--- config.mk ---
export PLATFORM = sky130hd
export DESIGN_NAME = chunk_sum_checksum_framer
export DESIGN_NICKNAME = d
export VERILOG_FILES = /design/src/hdl/csf_pkg.sv /design/src/hdl/csf_front.sv /design/src/hdl/csf_queue.sv /design/src/hdl/csf_back.sv /design/src/hdl/chunk_sum_checksum_framer.sv
export VERILOG_INCLUDE_DIRS = /design/src /design/src/hdl
export SDC_FILE = /design/constraint.sdc
export NUM_CORES = 1
export LEC_CHECK = 0
export CORE_MARGIN = 5
export CORE_UTILIZATION = 55
export DETAILED_ROUTE_END_ITERATION = 7
export DONT_BUFFER_PORTS = 1
export HOLD_SLACK_MARGIN = 0.12
export PLACE_DENSITY = 0.7
export REMOVE_ABC_BUFFERS = 1
export SETUP_SLACK_MARGIN = 0.05
export SYNTH_ARGS = -nofsm -noshare
export SYNTH_HDL_FRONTEND = slang
export SYNTH_SLANG_ARGS = --single-unit
--- constraint.sdc ---
create_clock -name clk -period 4.7 [get_ports clk]
set_input_delay 0.705 -clock clk [delete_from_list [all_inputs] [get_ports clk]]
set_output_delay 0.705 -clock clk [all_outputs]
set_load 0.1 [all_outputs]
--- src/hdl/chunk_sum_checksum_framer_defines.svh ---
// Assertion helpers used by the framer back end (csf_back).
// Each macro expects signals named clk and rst in the using scope.
`ifndef CHUNK_SUM_CHECKSUM_FRAMER_DEFINES_SVH
`define CHUNK_SUM_CHECKSUM_FRAMER_DEFINES_SVH

// Same-cycle implication.
`define CSF_ASSERT_NOW(label, ante, cons) \
  label: assert property (@(posedge clk) disable iff (rst) (ante) |-> (cons)) \
    else $error("framer assertion failed");

// Next-cycle implication.
`define CSF_ASSERT_NEXT(label, ante, cons) \
  label: assert property (@(posedge clk) disable iff (rst) (ante) |=> (cons)) \
    else $error("framer assertion failed");

`endif

--- src/hdl/csf_pkg.sv ---
`timescale 1ns / 1ps
package csf_pkg;

  localparam logic [7:0]  BYTE_LF     = 8'h0A;
  localparam logic [7:0]  BYTE_CR     = 8'h0D;
  localparam int          SUM_BYTES   = 4;
  localparam int          LEN_W       = 17;
  localparam logic [16:0] LEN_RESET   = 17'd8192;
  localparam int          QUEUE_DEPTH = 2;

  // One classified item handed from front to back.
  typedef struct packed {
    logic [7:0]  data;
    logic        close;
    logic [31:0] sum;
  } csf_entry_t;

endpackage

--- src/hdl/csf_front.sv ---
`timescale 1ns / 1ps
module csf_front #(
  parameter int MAX_CHUNK_LENGTH = 65536
) (
  input  logic                clk,
  input  logic                rst,
  input  logic                cfg_write_en,
  input  logic [16:0]         cfg_write_data,
  input  logic                in_fire,
  input  logic [7:0]          in_byte,
  input  logic                last_byte,
  output csf_pkg::csf_entry_t entry
);
  import csf_pkg::*;

  localparam logic [20:0] MAX_LEN = 21'(MAX_CHUNK_LENGTH);

  logic [LEN_W-1:0] chunk_length;
  logic [LEN_W-1:0] bytes_in_chunk;
  logic [LEN_W-1:0] bytes_in_chunk_next;
  logic [31:0]      chunk_sum;
  logic [31:0]      chunk_sum_next;
  logic [20:0]      len_wide;
  logic [LEN_W-1:0] len_eff;
  logic [7:0]       data;
  logic             close;

  // Length register
  always_ff @(posedge clk) begin
    if (rst) begin
      chunk_length <= LEN_RESET;
    end else if (cfg_write_en) begin
      chunk_length <= cfg_write_data;
    end
  end

  // Effective length: zero acts as one, saturate at the maximum
  always_comb begin
    len_wide = (chunk_length == '0) ? 21'd1 : {4'd0, chunk_length};
    if (len_wide > MAX_LEN) begin
      len_wide = MAX_LEN;
    end
    len_eff = len_wide[LEN_W-1:0];
  end

  // Classify the item
  always_comb begin
    data                = (in_byte == BYTE_LF) ? BYTE_CR : in_byte;
    chunk_sum_next      = chunk_sum + {24'd0, data};
    bytes_in_chunk_next = bytes_in_chunk + 17'd1;
    close               = last_byte || (bytes_in_chunk_next >= len_eff);
    entry.data          = data;
    entry.close         = close;
    entry.sum           = chunk_sum_next;
  end

  // Chunk state
  always_ff @(posedge clk) begin
    if (rst) begin
      bytes_in_chunk <= '0;
      chunk_sum      <= '0;
    end else if (in_fire) begin
      bytes_in_chunk <= close ? '0 : bytes_in_chunk_next;
      chunk_sum      <= close ? '0 : chunk_sum_next;
    end
  end

endmodule

--- src/hdl/csf_queue.sv ---
`timescale 1ns / 1ps
module csf_queue (
  input  logic                clk,
  input  logic                rst,
  input  logic                push,
  input  csf_pkg::csf_entry_t push_entry,
  input  logic                pop,
  output logic                q_valid,
  output logic                q_full,
  output csf_pkg::csf_entry_t q_entry
);
  import csf_pkg::*;

  localparam int PTR_W = (QUEUE_DEPTH > 1) ? $clog2(QUEUE_DEPTH) : 1;
  localparam int CNT_W = $clog2(QUEUE_DEPTH + 1);

  csf_entry_t       slots [QUEUE_DEPTH];
  logic [PTR_W-1:0] wr_ptr;
  logic [PTR_W-1:0] rd_ptr;
  logic [CNT_W-1:0] fill;

  assign q_valid = (fill != '0);
  assign q_full  = (fill == CNT_W'(QUEUE_DEPTH));
  assign q_entry = slots[rd_ptr];

  // Storage
  always_ff @(posedge clk) begin
    if (push) begin
      slots[wr_ptr] <= push_entry;
    end
  end

  // Pointers and fill level
  always_ff @(posedge clk) begin
    if (rst) begin
      wr_ptr <= '0;
      rd_ptr <= '0;
      fill   <= '0;
    end else begin
      if (push) begin
        wr_ptr <= (wr_ptr == PTR_W'(QUEUE_DEPTH - 1)) ? '0 : wr_ptr + 1'b1;
      end
      if (pop) begin
        rd_ptr <= (rd_ptr == PTR_W'(QUEUE_DEPTH - 1)) ? '0 : rd_ptr + 1'b1;
      end
      if (push && !pop) begin
        fill <= fill + 1'b1;
      end else if (pop && !push) begin
        fill <= fill - 1'b1;
      end
    end
  end

endmodule

--- src/hdl/csf_back.sv ---
`timescale 1ns / 1ps
`include "chunk_sum_checksum_framer_defines.svh"
module csf_back (
  input  logic                clk,
  input  logic                rst,
  input  logic                q_valid,
  input  csf_pkg::csf_entry_t q_entry,
  output logic                pop,
  output logic                out_valid,
  input  logic                out_stall,
  output logic [7:0]          out_byte,
  output logic                is_checksum,
  output logic                chunk_end,
  output logic                run_last
);
  import csf_pkg::*;

  localparam int LEFT_W = $clog2(SUM_BYTES + 1);

  logic              out_fire;
  logic [LEFT_W-1:0] chk_left;
  logic [31:0]       sum_hold;

  assign out_fire = out_valid && !out_stall;
  // Take a new entry once the current item has no checksum bytes pending
  assign pop = q_valid && (!out_valid || (out_fire && chk_left == '0));

  // Output control
  always_ff @(posedge clk) begin
    if (rst) begin
      out_valid <= 1'b0;
      chk_left  <= '0;
    end else if (pop) begin
      out_valid <= 1'b1;
      chk_left  <= q_entry.close ? LEFT_W'(SUM_BYTES) : '0;
    end else if (out_fire) begin
      if (chk_left != '0) begin
        chk_left <= chk_left - 1'b1;
      end else begin
        out_valid <= 1'b0;
      end
    end
  end

  // Output payload: data byte, then for a closing item the sum bytes most significant first
  always_ff @(posedge clk) begin
    if (pop) begin
      out_byte    <= q_entry.data;
      is_checksum <= 1'b0;
      chunk_end   <= 1'b0;
      run_last    <= !q_entry.close;
      sum_hold    <= q_entry.sum;
    end else if (out_fire && chk_left != '0) begin
      out_byte    <= sum_hold[31:24];
      is_checksum <= 1'b1;
      chunk_end   <= (chk_left == LEFT_W'(1));
      run_last    <= (chk_left == LEFT_W'(1));
      sum_hold    <= {sum_hold[23:0], 8'd0};
    end
  end

  `CSF_ASSERT_NOW(a_left_range, 1'b1, chk_left <= LEFT_W'(SUM_BYTES))
  `CSF_ASSERT_NOW(a_end_is_last, out_valid && chunk_end, is_checksum && run_last)
  `CSF_ASSERT_NEXT(a_sum_follows, out_fire && chk_left != '0, out_valid && is_checksum)
  `CSF_ASSERT_NOW(a_no_pop_pending, pop && out_valid, chk_left == '0)

endmodule

--- src/hdl/chunk_sum_checksum_framer.sv ---
`timescale 1ns / 1ps
// An accepted item is classified and written into the queue, then loaded into the
// output register; sum bytes of a closing item follow, one per cycle unless stalled.
// Throughput: one item per cycle unless stalled; a closing item holds the output
// while the single output register emits its data byte and sum bytes, one byte each cycle.
// Reset (rst, synchronous, active high): empties the queue and output, clears
// count and sum, and sets the chunk length to 8192.
module chunk_sum_checksum_framer #(
  parameter int MAX_CHUNK_LENGTH = 65536
) (
  input  logic        clk,
  input  logic        rst,
  input  logic        cfg_write_en,
  input  logic [16:0] cfg_write_data,
  input  logic        in_valid,
  output logic        in_stall,
  input  logic [7:0]  in_byte,
  input  logic        last_byte,
  output logic        out_valid,
  input  logic        out_stall,
  output logic [7:0]  out_byte,
  output logic        is_checksum,
  output logic        chunk_end,
  output logic        run_last
);
  import csf_pkg::*;

  logic       in_fire;
  logic       q_full;
  logic       q_valid;
  logic       pop;
  csf_entry_t push_entry;
  csf_entry_t q_entry;

  assign in_stall = q_full;
  assign in_fire  = in_valid && !q_full;

  csf_front #(.MAX_CHUNK_LENGTH(MAX_CHUNK_LENGTH)) u_front (
    .clk            (clk),
    .rst            (rst),
    .cfg_write_en   (cfg_write_en),
    .cfg_write_data (cfg_write_data),
    .in_fire        (in_fire),
    .in_byte        (in_byte),
    .last_byte      (last_byte),
    .entry          (push_entry)
  );

  csf_queue u_queue (
    .clk        (clk),
    .rst        (rst),
    .push       (in_fire),
    .push_entry (push_entry),
    .pop        (pop),
    .q_valid    (q_valid),
    .q_full     (q_full),
    .q_entry    (q_entry)
  );

  csf_back u_back (
    .clk         (clk),
    .rst         (rst),
    .q_valid     (q_valid),
    .q_entry     (q_entry),
    .pop         (pop),
    .out_valid   (out_valid),
    .out_stall   (out_stall),
    .out_byte    (out_byte),
    .is_checksum (is_checksum),
    .chunk_end   (chunk_end),
    .run_last    (run_last)
  );

endmodule
### Yosys cells after proc, flatten, opt, wreduce, memory -nomap -nowiden

Memory sizes are Yosys's and may differ from the RTL's. A register that Yosys moved wholly into a read port is not among the register bits.
Cells that the tools add are included.

| storage, ports and cells | value |
|---|---|
| flip-flop bits (word level) | 117 |
| RAM bits | 82 |
| output and inout port bits | 13 |
| memories kept | 1 |

Memory list:

| name | depth | width | read ports | clocked after Yosys merged registers in | wr ports | line | source |
|---|---|---|---|---|---|---|---|
| u_queue.slots | 2 | 41 | 1 | 1 | 1 | csf_queue.sv:17 | `csf_entry_t slots [QUEUE_DEPTH];` |

| cells by class | value |
|---|---|
| add/subtract/negate cells | 7 |
| order comparisons | 2 |
| eq/ne operators | 4 |
| mux-type cells | 26 |
| reductions and logical operators | 25 |

Operator list:

| kind | number |
|---|---|
| $mux W32 | 3 |
| $mux W17 | 3 |
| $add A32 B8 Y32 | 1 |
| $mux W8 | 3 |
| $gt A21 B17 Y1 const B | 1 |
| $add A17 B1 Y17 const B | 1 |
| $ge A17 B17 Y1 | 1 |
| $logic_not A17 Y1 | 1 |
| $mux W3 | 4 |
| $mux W1 | 11 |
| $reduce_bool A2 Y1 | 5 |
| $eq A8 B4 Y1 const B | 1 |
| $logic_and A1 B1 Y1 | 7 |
| $logic_not A1 Y1 | 6 |
| $mux W2 | 2 |
| $reduce_and A2 Y1 | 2 |
| $eq A3 B1 Y1 const B | 1 |
| $logic_not A3 Y1 | 1 |
| $reduce_bool A3 Y1 | 1 |
| $sub A3 B1 Y3 const B | 1 |
| $add A1 B1 Y1 const B | 2 |
| $add A2 B1 Y2 const B | 1 |
| $eq A2 B2 Y1 const B | 1 |
| $logic_or A1 B1 Y1 | 2 |
| other kinds (2) | 2 |

### Logic depth before layout (Yosys ltp)

| logic depth | value |
|---|---|
| depth in word-level cells | 8 |
| gate-level depth with buffers | 14 |
| depth with buffers taken out | 12 |

### Cells and area by module

Synthesis repeated with hierarchy kept, for this count alone.

| unflattened totals | value |
|---|---|
| cells, all modules | 814 |
| area, all modules | 9790.6 um2 |

Modules (own cells, without submodules):

| module | instances | cells each | area an instance (um2) |
|---|---|---|---|
| csf_front | 1 | 538 | 4456.8 |
| csf_queue | 1 | 150 | 3169.3 |
| csf_back | 1 | 125 | 2150.8 |
| chunk_sum_checksum_framer | 1 | 1 | 13.8 |

### Worst setup path before layout

OpenSTA, ideal clock, no wires.

| path | value |
|---|---|
| path type | register -> register |
| from | register u_front.bytes_in_chunk[0] |
| to | register u_front.chunk_sum[24] |
| setup time | 74 ps |
| arrival time | 3460 ps |
| path slack | 1166 ps |
| stages on the path, launching flop included | 15 |
| period minus slack after synthesis | 3534 ps |
| path through | dfxtp_1 -> ha_1 -> and3_1 -> clkbuf_1 -> nand3_1 -> or2_2 -> xnor2_1 -> ha_1 -> nand4_1 -> nor3_1 -> a311o_1 -> nor4_4 -> buf_6 -> o31ai_1 -> a31oi_1 |

| on the way | value |
|---|---|
| longest elaborated chain between the ends | 4 |

RTL lines:

| element | line | source |
|---|---|---|
| start: declaration | csf_front.sv:19 | `logic [LEN_W-1:0] bytes_in_chunk;` |
| start signal: assignment | csf_front.sv:63 | `bytes_in_chunk <= close ? '0 : bytes_in_chunk_next;` |
| $add A17 B1 Y17 | csf_front.sv:50 | `bytes_in_chunk_next = bytes_in_chunk + 17'd1;` |
| $ge A17 B17 Y1 | csf_front.sv:51 | `close = last_byte \|\| (bytes_in_chunk_next >= len_eff);` |
| $logic_or A1 B1 Y1 | csf_front.sv:51 |  |
| $mux W32 | csf_front.sv:64 | `chunk_sum <= close ? '0 : chunk_sum_next;` |
| end signal: assignment | csf_front.sv:64 |  |
| end: declaration | csf_front.sv:21 | `logic [31:0] chunk_sum;` |

Every way passes these cells.
A chain may end at the register's enable or synchronous reset.

### Final worst setup path

Same ends and word-level chain as after synthesis.

==> impl_results.md <==
- Synth area leader: edfxtp_1
- Worst path most repeated cell: ha_1
- Clock slew at reported path FFs: approximately 70 ps
- Syn. warnings: 0
- Total Power: 0.00547 W
- Max clock buf depth: 2
- Final net count: 877
- Post-DRT Antenna Nets: 0
- Fin Clk Skew: 10.7 ps
- Count leader, synth: edfxtp_1
- Primary FF master, synth: edfxtp_1
- Minimum clock period: 3960 ps
- Hold Vio Cnt, Final: 0
- Drt wl/cell: 17.8 µm
- FF+latch count, synth: 200
- Setup CP Type: flip-flop to flip-flop
- Diodes inserted: 0
- WP data required: approximately 5000 ps
- DR pass1 iterations: 5
- Area Overhead vs Synth: 7.64%
- DRC: 0
- Max-Cap Viols: 0
- Port Buffers: 0
- Via count: 6175
- CP Max Fanout: 55
- Async SR Flop Fraction: 0%
- Non-Filler Instances: 1048
- Post-CTS sizing: 0
- Core area: 16500 µm²
- Outcome: complete, no violations
- Fin. max-slew vios: 0
- Crit path arrival time: between 4000 and 5000 ps
- Hold-fix buffers, CTS: 0
- CP top delay family: simple AND/OR/NAND/NOR gates
- Fillcell total: 1345
- Global-route wire length before repair: 30.8 mm
- GPL Wtd Cong: 0.875
- Detailed Route Iter0 Violations: 550
- Top cell type's share of synthesized area: between 40% and 50%
- Seq/Total Area, Yosys: 57.0%
- Mean Syn Cell Area: between 10 and 15 µm²
- Largest net degree at the start of global routing: 60
- Top cell types by occurrence after synthesis: edfxtp_1 (123), nand2_1 (102), dfxtp_1 (77)
- VDD IR max: 0.000518 V
- Root buffer cell: clkbuf_16
- Skew-Pair Late Insertion Delay: 420 ps
- CP max-delay cell: buf_4
- Gr usage total: between 10% and 20%
- Synth top area cells: edfxtp_1 (40%), dfxtp_1 (17%), mux2i_1 (6.2%)
- Worst-path cell chain: ha_1 -> and3_1 -> nand3_1 -> or2_2 -> xnor2_1 -> ha_1 -> nand4_1 -> nor3_1 -> a311o_1 -> nor4_4 -> buf_4 -> o31ai_1 -> a31oi_1
- Synth Instances: 837
- Setup_tns: 0 ps
- Final Cycle Share: 84.3%
- Postcts setup bufs: 0
- Crit path buf inv count: 1
- Pwr/cell area: roughly 550 nW/µm²
- Num rows: 47
- Total grt overflow: 0
- Initial antenna violation count: 1
- CTS buffer count: 17
- Htree depth: 4
- I/O pin count: between 40 and 50
- Worst Hold Class: primary input to flip-flop
- EDFF count, synth: 123
- Startpoint types: flip-flop
- CP max stage delay: between 400 and 500 ps
- LEAKAGE: 3.53 nW
- Initial Util: 55.8%
- CTS tree: built
- Final setup viols: 0
- Share of cells above drive strength 1: a little over 6%
- Dpl hpwl: 12.6 mm
- Setup crit end kind: flip-flop
- Clock tree sinks: 200
- Synth unique cells: 59
- Slew @ Worst Pin: 1040 ps
- Via density: 5.89
- Placed cells: roughly 1k
- Final WL: 18.7 mm
- Fmax: 252 MHz
- Post-Syn Area: slightly above 9000 µm²
- RSZ-0062 raised after global routing: no
- Worst rel slew slack: 30.9%
- Vias in the first global route: approximately 6k
- Die X: approximately 140 µm
- Die ar.: 19400 µm²
- Die Height: between 100 and 150 µm
## where the power goes
group          internal (W)  switching (W)  total (W)
Sequential          0.00240       0.000470    0.00287
Clock              0.000793       0.000642    0.00143
Combinational      0.000364       0.000792    0.00116
Total               0.00356        0.00190    0.00547
## worst paths after layout
kind / from / endpoint / slack, ps / depth (start not counted)
max: u_front.bytes_in_chunk[0]$_SDFFE_PP0P_ / u_front.chunk_sum[24]$_SDFFE_PP0P_ / 740 / 13
min: rst / u_front.chunk_length[0]$_SDFFE_PP0P_ / 350 / 1
max reg2reg: u_front.bytes_in_chunk[0]$_SDFFE_PP0P_ / u_front.chunk_sum[24]$_SDFFE_PP0P_ / 740 / 13
min reg2reg: u_front.chunk_sum[2]$_SDFFE_PP0P_ / u_front.chunk_sum[2]$_SDFFE_PP0P_ / 460 / 2
## registers in the layout (all words and copies together) (netlist names), named ones only
name and flops:
u_back.sum_hold 32, u_front.bytes_in_chunk 17, u_back.chk_left 3, u_queue.wr_ptr 1, u_back.out_byte 8, u_back.out_valid 1
u_back.is_checksum 1, u_back.run_last 1, u_queue.slots 82, u_back.chunk_end 1, u_front.chunk_length 17, u_queue.rd_ptr 1
u_queue.fill 2, u_front.chunk_sum 32
## cells by family (layout without fill, tap and decap cells)
logic type | Yosys count | in the layout | share of synthesized area [%]
AND/OR/NAND/NOR | 262 | 262 | 13.5
flip-flops | 200 | 200 | 57.0
AO/OA/AOI/OAI | 163 | 163 | 10.6
buffers and inverters | 71 | 62 | 3.35
multiplexers | 58 | 58 | 6.33
XOR/XNOR | 52 | 52 | 4.96
adder cells (fa/ha/maj) | 31 | 31 | 4.30
## metal layers
layer	wire, µm	track usage, %	up-vias
met2	8950	31.8	168
met3	907	4.39	27
met1	8420	26.4	2986
met5	9	0	-
li1	-	-	2992
met4	369	6.54	2
## metrics by stage
step,area [µm²],util [%],hold slack (ps),setup WS (ps)
floorplan,8970,-,429,447
global route,9890,60.1,328,409
finish,9890,60.1,349,738
detailed placement,9320,56.6,446,815
CTS,9890,60.1,326,777
global placement,9320,56.6,439,944
## placed cells by master, fill, tap and decap left out, drive strengths merged, types with 3 or more instances in the layout
| cell type | netlist | layout |
|---|---|---|
| a22o | 5 | 5 |
| mux2i | 57 | 57 |
| inv | 20 | 24 |
| nor4 | 9 | 9 |
| or2 | 3 | 3 |
| nor2 | 52 | 52 |
| clkbuf | 38 | 20 |
| o22ai | 3 | 3 |
| xor2 | 13 | 13 |
| ha | 30 | 30 |
| xnor2 | 39 | 39 |
| and3 | 14 | 14 |
| dfxtp | 77 | 77 |
| a21o | 6 | 6 |
| clkinv | 2 | 5 |
| o21ai | 53 | 53 |
| a31oi | 31 | 31 |
| nand4 | 14 | 14 |
| nor3 | 9 | 9 |
| a21oi | 43 | 43 |
| nand2 | 102 | 102 |
| and2 | 4 | 4 |
| and4 | 3 | 3 |
| buf | 11 | 8 |
| edfxtp | 123 | 123 |
| nand3 | 33 | 33 |
| o21a | 5 | 5 |
| clkinvlp | 0 | 3 |
| nand4b | 3 | 3 |
| nand2b | 9 | 9 |
## worst register-to-register path, delay by kind of cell (launching register included)
kind | cells | cell delay [ps]
simple gates | 6 | 1440
flops | 1 | 440
fa+ha+maj | 2 | 570
xor+xnor | 1 | 140
buf+inv | 1 | 480
compound gates | 3 | 800
## final cells by class
cell class | instances | area, µm² | area share, %
clock buffers | 20 | 437 | 4.41
clock inverters | 12 | 140 | 1.42
inverters | 22 | 82.6 | 0.835
multi-input cells | 566 | 3660 | 37.0
flip-flops and latches | 200 | 5240 | 52.9
well taps | 220 | 275 | 2.78
repair buffers | 8 | 60.1 | 0.607
Power figures use the tool's default switching activity.
